--- config.mk ---
export PLATFORM = sky130hd
export DESIGN_NAME = maxlhc_ctrl
export DESIGN_NICKNAME = d
export VERILOG_FILES = /design/src/hw/rtl/maxlhc_pkg.sv /design/src/hw/rtl/maxlhc_ctrl.sv
export SDC_FILE = /design/constraint.sdc
export NUM_CORES = 1
export LEC_CHECK = 0
export BUFFER_PORTS_ARGS = -buffer_cell sky130_fd_sc_hd__buf_2
export CAP_MARGIN = 20
export CORE_UTILIZATION = 53
export DETAILED_ROUTE_END_ITERATION = 12
export PLACE_DENSITY_LB_ADDON = 0.3
export SYNTH_ARGS = -nofsm -noshare
export SYNTH_HDL_FRONTEND = slang
export SYNTH_SLANG_ARGS = --single-unit
--- constraint.sdc ---
create_clock -name clk -period 2.53 [get_ports clk]
set_input_delay 0.506 -clock clk [delete_from_list [all_inputs] [get_ports clk]]
set_output_delay 0.506 -clock clk [all_outputs]
set_load 0.005 [all_outputs]
--- src/hw/rtl/maxlhc_pkg.sv ---
// Shared constants, configuration and control types for the maximin Latin
// hypercube sampler. Used by the datapath, the controller and the top level.
// Depends on nothing.
`default_nettype none

package maxlhc_pkg;

  localparam int MAX_SAMPLES = 64;
  localparam int MAX_DIMS    = 8;
  localparam int MAX_DUP     = 4;
  localparam int RAND_BITS   = 32;
  localparam int MAX_POOL    = MAX_DUP * (MAX_SAMPLES - 1);

  localparam int SW    = $clog2(MAX_SAMPLES);          // sample index
  localparam int NW    = SW + 1;                       // level, N
  localparam int DW    = $clog2(MAX_DIMS);             // dimension index
  localparam int KW    = DW + 1;                       // K
  localparam int DUPW  = $clog2(MAX_DUP) + 1;          // dup factor
  localparam int LW    = $clog2(MAX_POOL + 1);         // pool length
  localparam int SHW   = $clog2(MAX_POOL);             // shuffle list address
  localparam int AV_DEPTH = MAX_DIMS * MAX_SAMPLES;
  localparam int AVW   = $clog2(AV_DEPTH);
  localparam int PL_DEPTH = MAX_DIMS * MAX_POOL;
  localparam int PLW   = $clog2(PL_DEPTH);
  localparam int SQW   = 2 * NW;
  localparam int DISTW = SQW + DW;

  // Register indexes of the configuration port.
  localparam logic [1:0] REG_NUM_SAMPLES = 2'd0;
  localparam logic [1:0] REG_NUM_DIMS    = 2'd1;
  localparam logic [1:0] REG_DUP_FACTOR  = 2'd2;

  typedef struct packed {
    logic [NW-1:0]   n;
    logic [KW-1:0]   k;
    logic [DUPW-1:0] dup;
  } maxlhc_cfg_t;

  typedef enum logic [4:0] {
    CMD_NOP,
    CMD_CLR,
    CMD_TAKE,
    CMD_P0,
    CMD_FILL_INIT,
    CMD_FILL_RD,
    CMD_FILL_WR,
    CMD_PICK,
    CMD_RD_A,
    CMD_RD_B,
    CMD_SWAP,
    CMD_SC_INIT,
    CMD_CAND_RD,
    CMD_CAND_WR,
    CMD_P_INIT,
    CMD_PL_RD,
    CMD_PL_ACC,
    CMD_J_END,
    CMD_CM_INIT,
    CMD_CM_RDV,
    CMD_CM_RDR,
    CMD_CM_WR,
    CMD_SCAN_RD,
    CMD_SCAN_WR,
    CMD_CM_END,
    CMD_EMIT
  } maxlhc_cmd_t;

  typedef struct packed {
    logic clr_last;
    logic phase1;
    logic cnt_zero;
    logic cnt_one;
    logic dim_last;
    logic fill_last;
    logic len_small;
    logic e_last;
    logic p_last;
    logic j_last;
    logic emit_zero;
  } maxlhc_status_t;

endpackage

`default_nettype wire

--- src/hw/rtl/maxlhc_ctrl.sv ---
// Controller of the sampler: sequences table clearing, placement, shuffle
// picks, scoring, commit and result transfer. Depends on maxlhc_pkg.
`default_nettype none

module maxlhc_ctrl (
  input  wire logic                       clk,
  input  wire logic                       rst,
  input  wire logic                       cfg_wr,
  input  wire logic                       in_valid,
  output logic                            in_ready,
  output logic                            out_valid,
  input  wire logic                       out_ready,
  input  wire maxlhc_pkg::maxlhc_status_t status,
  output maxlhc_pkg::maxlhc_cmd_t         cmd
);

  typedef enum logic [4:0] {
    S_CLEAR, S_IDLE, S_P0, S_FILL_INIT, S_FILL_RD, S_FILL_WR, S_PICK, S_RD_A,
    S_RD_B, S_SWAP, S_SC_INIT, S_CAND_RD, S_CAND_WR, S_P_INIT, S_PL_RD,
    S_PL_ACC, S_J_END, S_CM_INIT, S_CM_RDV, S_CM_RDR, S_CM_WR, S_SCAN_RD,
    S_SCAN_WR, S_CM_END, S_EMIT
  } state_t;

  state_t state, state_next;

  always_comb begin
    state_next = state;
    cmd        = maxlhc_pkg::CMD_NOP;
    case (state)
      S_CLEAR: begin
        if (!cfg_wr) begin
          cmd = maxlhc_pkg::CMD_CLR;
          if (status.clr_last) state_next = S_IDLE;
        end
      end
      S_IDLE: begin
        if (in_valid) begin
          cmd = maxlhc_pkg::CMD_TAKE;
          if (!status.phase1)       state_next = S_P0;
          else if (status.cnt_zero) state_next = S_FILL_INIT;
          else                      state_next = S_PICK;
        end
      end
      S_P0: begin
        cmd = maxlhc_pkg::CMD_P0;
        state_next = status.dim_last ? S_EMIT : S_IDLE;
      end
      S_FILL_INIT: begin
        cmd = maxlhc_pkg::CMD_FILL_INIT;
        state_next = S_FILL_RD;
      end
      S_FILL_RD: begin
        cmd = maxlhc_pkg::CMD_FILL_RD;
        state_next = S_FILL_WR;
      end
      S_FILL_WR: begin
        cmd = maxlhc_pkg::CMD_FILL_WR;
        state_next = status.fill_last ? S_PICK : S_FILL_RD;
      end
      S_PICK: begin
        cmd = maxlhc_pkg::CMD_PICK;
        state_next = S_RD_A;
      end
      S_RD_A: begin
        cmd = maxlhc_pkg::CMD_RD_A;
        state_next = S_RD_B;
      end
      S_RD_B: begin
        cmd = maxlhc_pkg::CMD_RD_B;
        state_next = S_SWAP;
      end
      S_SWAP: begin
        cmd = maxlhc_pkg::CMD_SWAP;
        state_next = (status.cnt_one && status.dim_last) ? S_SC_INIT : S_IDLE;
      end
      S_SC_INIT: begin
        cmd = maxlhc_pkg::CMD_SC_INIT;
        state_next = status.len_small ? S_CM_INIT : S_CAND_RD;
      end
      S_CAND_RD: begin
        cmd = maxlhc_pkg::CMD_CAND_RD;
        state_next = S_CAND_WR;
      end
      S_CAND_WR: begin
        cmd = maxlhc_pkg::CMD_CAND_WR;
        state_next = status.e_last ? S_P_INIT : S_CAND_RD;
      end
      S_P_INIT: begin
        cmd = maxlhc_pkg::CMD_P_INIT;
        state_next = S_PL_RD;
      end
      S_PL_RD: begin
        cmd = maxlhc_pkg::CMD_PL_RD;
        state_next = S_PL_ACC;
      end
      S_PL_ACC: begin
        cmd = maxlhc_pkg::CMD_PL_ACC;
        state_next = (status.e_last && status.p_last) ? S_J_END : S_PL_RD;
      end
      S_J_END: begin
        cmd = maxlhc_pkg::CMD_J_END;
        state_next = status.j_last ? S_CM_INIT : S_CAND_RD;
      end
      S_CM_INIT: begin
        cmd = maxlhc_pkg::CMD_CM_INIT;
        state_next = S_CM_RDV;
      end
      S_CM_RDV: begin
        cmd = maxlhc_pkg::CMD_CM_RDV;
        state_next = S_CM_RDR;
      end
      S_CM_RDR: begin
        cmd = maxlhc_pkg::CMD_CM_RDR;
        state_next = S_CM_WR;
      end
      S_CM_WR: begin
        cmd = maxlhc_pkg::CMD_CM_WR;
        state_next = S_SCAN_RD;
      end
      S_SCAN_RD: begin
        cmd = maxlhc_pkg::CMD_SCAN_RD;
        state_next = S_SCAN_WR;
      end
      S_SCAN_WR: begin
        cmd = maxlhc_pkg::CMD_SCAN_WR;
        if (!status.p_last)     state_next = S_SCAN_RD;
        else if (status.e_last) state_next = S_CM_END;
        else                    state_next = S_CM_RDV;
      end
      S_CM_END: begin
        cmd = maxlhc_pkg::CMD_CM_END;
        state_next = S_EMIT;
      end
      S_EMIT: begin
        if (out_ready) begin
          cmd = maxlhc_pkg::CMD_EMIT;
          if (status.e_last) state_next = status.emit_zero ? S_CLEAR : S_IDLE;
        end
      end
      default: state_next = S_CLEAR;
    endcase
    // A register write abandons the run and reloads the level tables.
    if (cfg_wr) begin
      state_next = S_CLEAR;
      if (state != S_CLEAR) cmd = maxlhc_pkg::CMD_NOP;
    end
  end

  always_ff @(posedge clk) begin
    if (rst) begin
      state <= S_CLEAR;
    end else begin
      state <= state_next;
    end
  end

  assign in_ready  = (state == S_IDLE);
  assign out_valid = (state == S_EMIT);

endmodule

`default_nettype wire

==> flow_metrics.env <==
export IMPL_grt_max_degree=22
export IMPL_syn_num_nets=125
export IMPL_postSynthAreaPerCell_um2=6.70
export IMPL_initial_core_util_pct=56.9
export IMPL_crit_required_ps=2020
export IMPL_die_area_um2=1530
export IMPL_cts_htree_levels=1
export IMPL_period_needed_ps=2260
export IMPL_synth_top_area_share_pct=13.7
export IMPL_viasPerCell=6.58
export IMPL_setup_viol=0
export IMPL_cts_root_buffer="clkbuf_4"
export IMPL_max_stage_delay_ps=650
export IMPL_vdd_drop_max_mv=0.205
export IMPL_clk_pin_slew_ps=50
export IMPL_outcome="finished clean"
export IMPL_startpoint_type="register"
export IMPL_core_area_um2=1280
export IMPL_drive_gt1_share_pct=26.4
export IMPL_synth_seq_area_share_pct=13.7
export IMPL_utilization_pct=66.2
export IMPL_syn_cell_area_um2=731
export IMPL_hold_slack_ps=529
export IMPL_max_freq_ghz=0.443
export IMPL_hold_class="input pin to register"
export IMPL_cts_tree="built"
export IMPL_place_ws_ps=594
export IMPL_synth_cell_types=38
export IMPL_cts_resized_gates=0
export IMPL_wl_um=2120
export IMPL_hold_violations=0
export IMPL_min_to="state[3]"
export IMPL_r2r_start="state[1]"
export IMPL_place_congestion=0.913
export IMPL_yosysTopAreaCell="dfxtp_1"
export IMPL_vias=948
export IMPL_crit_chain="nand2_1 > or3_1 > a21oi_1 > buf_2"
export IMPL_portBuffers=22
export IMPL_area_growth_syn_to_layout_pct=16.4
export IMPL_power_density_nw_per_um2=282
export IMPL_dr_pass1_iters=4
export IMPL_drt_antenna_violating_nets=0
export IMPL_slew_viol_final=0
export IMPL_std_cell_rows=13
export IMPL_clockBufferDepth=2
export IMPL_num_antenna_cells=0
export IMPL_numCtsBuffers=3
export IMPL_whs_path_depth=3
export IMPL_crit_type="register to output port"
export IMPL_reg_top3="state: 5 flops"
export IMPL_cts_sinks=5
export IMPL_wl_per_cell_um=14.7
export IMPL_pin_count=23
export IMPL_drv_cap=0
export IMPL_setup_tns_ps=0
export IMPL_cts_hold_buf=0
export IMPL_largest_reg_flops=5
export IMPL_rr_endpoint="state[3]"
export IMPL_worstHoldStart="rst"
export IMPL_tightestPinTransition_ps=533
export IMPL_grt_overflow_total=0
export IMPL_drc_errors=0
export IMPL_rsz0062_at_grt="false"
export IMPL_largest_register="state"
export IMPL_die_w_um=39.1
export IMPL_drt_iter0_drc=48
export IMPL_r2r_slack_ps=690
export IMPL_endpoint_kind="output port"
export IMPL_critical_path_max_fanout=16
export IMPL_p_leak_nw=0.330
export IMPL_synth_area_leaders="dfxtp_1, a21oi_1, o21ai_0"
export IMPL_clkLatencyLatePin_ps=260
export IMPL_ys_ff_latch=5
export IMPL_yosys_warnings=0
export IMPL_globalRouteTotalUtil_pct=31.6
export IMPL_relSlewSlack_pct=64.4
export IMPL_rr_worst_depth=5
export IMPL_crit_arrival_ps=1750
export IMPL_die_h_um=39.1
export IMPL_setup_slack_ps=274
export IMPL_finalClockSkew_ps=10.9
export IMPL_postCtsSetupRepairBufs=0
export IMPL_period_share_pct=89.2
export IMPL_slowest_stage="dfxtp_1"
export IMPL_grt_pass1_wl_um=3240
export IMPL_layout_nets=146
export IMPL_grt_pass1_vias=730
export IMPL_dp_hpwl_um=1530
export IMPL_netlist_instances=109
export IMPL_antenna_found_initial=0
layout by cell type (no fill, tap or decap), types with 2 or more instances in the layout:
cell type / n
o21ai_0: 10
nand4_1: 4
a31oi_1: 4
inv_1: 4
buf_4: 3
nand3_1: 3
o21a_1: 2
clkbuf_4: 3
a211oi_1: 3
nor2b_1: 4
nor3_1: 5
a21oi_1: 10
o2111ai_1: 2
nand2b_1: 3
dfxtp_1: 5
nor2_1: 9
buf_2: 22
nand2_1: 13
worst max path at each step:
| stage | startpoint | endpoint | depth (start not counted) |
|---|---|---|---|
| floorplan | state[2] | cmd[3] | 4 |
| global placement | state[2] | cmd[3] | 4 |
| detailed placement | state[0] | cmd[3] | 4 |
| CTS | state[0] | cmd[3] | 4 |
| global route | state[1] | cmd[1] | 4 |
| finish | state[0] | cmd[3] | 4 |
synth_stat cells:
cell       count
nand2_1       13
a21oi_1       10
o21ai_0       10
nor2_1         9
dfxtp_1        5
nor3_1         5
a31oi_1        4
buf_2          4
inv_1          4
nand4_1        4
nor2b_1        4
a211oi_1       3
nand2b_1       3
nand3_1        3
buf_6          2
clkbuf_1       2
o2111ai_1      2
o21a_1         2
a21boi_0       1
a22oi_1        1
a2bb2oi_1      1
a311oi_1       1
a32oi_1        1
a41oi_2        1
and2b_1        1
and2b_2        1
and4_1         1
buf_4          1
nand3b_1       1
nor4b_4        1
o211a_1        1
o211ai_1       1
o22ai_1        1
o311ai_2       1
or2_2          1
or3_1          1
or4_4          1
xnor2_1        1
worst max-delay path, delay by kind of cell (launching register included):
family | cells | cell delay (ps)
buffers and inverters | 1 | 120
AO/OA/AOI/OAI | 1 | 130
flip-flops | 1 | 650
AND/OR/NAND/NOR | 2 | 580
area by class of cell:
cell class | count | area (um^2)
Sequential cell | 5 | 100
Clock buffer | 4 | 26.3
Tap cell | 15 | 18.8
Fill cell | 122 | 434
Timing Repair Buffer | 25 | 133
Inverter | 4 | 15.0
Multi-Input combinational cell | 91 | 558
report_power, final:
group	switching [W]	leakage (nW)	total [W]	internal (W)
Clock	0.0000419	0.0150	0.000102	0.0000602
Sequential	0.00000517	0.0405	0.0000854	0.0000803
Combinational	0.0000276	0.274	0.0000525	0.0000249
Total	0.0000747	0.330	0.000240	0.000165
per-stage QoR:
| step | cells | total power, W | cell area, um^2 |
|---|---|---|---|
| 2_1_floorplan | 109 | 0.000114 | 731 |
| 3_3_place_gp | 140 | 0.000137 | 825 |
| 3_5_place_dp | 140 | 0.000138 | 825 |
| 4_1_cts | 144 | 0.000238 | 851 |
| 5_1_grt | 144 | 0.000250 | 851 |
| 6_report | 144 | 0.000240 | 851 |
cells by family after synthesis:
kind of cell / after synthesis / share of synthesized area [%]
AOI/OAI and AO/OA: 41 / 38.0
DFF: 5 / 13.7
xor gates and xnor gates: 1 / 1.20
buffers and inverters: 13 / 9.93
and+or+nand+nor: 49 / 37.2
routing by layer:
metal / up-vias / track usage, % / share of wire, %
li1: 449 / - / -
met1: 437 / 42.2 / 43
met2: 55 / 50.4 / 47
met3: 7 / 8.67 / 7.7
met4: 0 / 5.17 / 1.6
met5: - / 0 / 0
No activity file was read; power rests on OpenSTA's default activity.
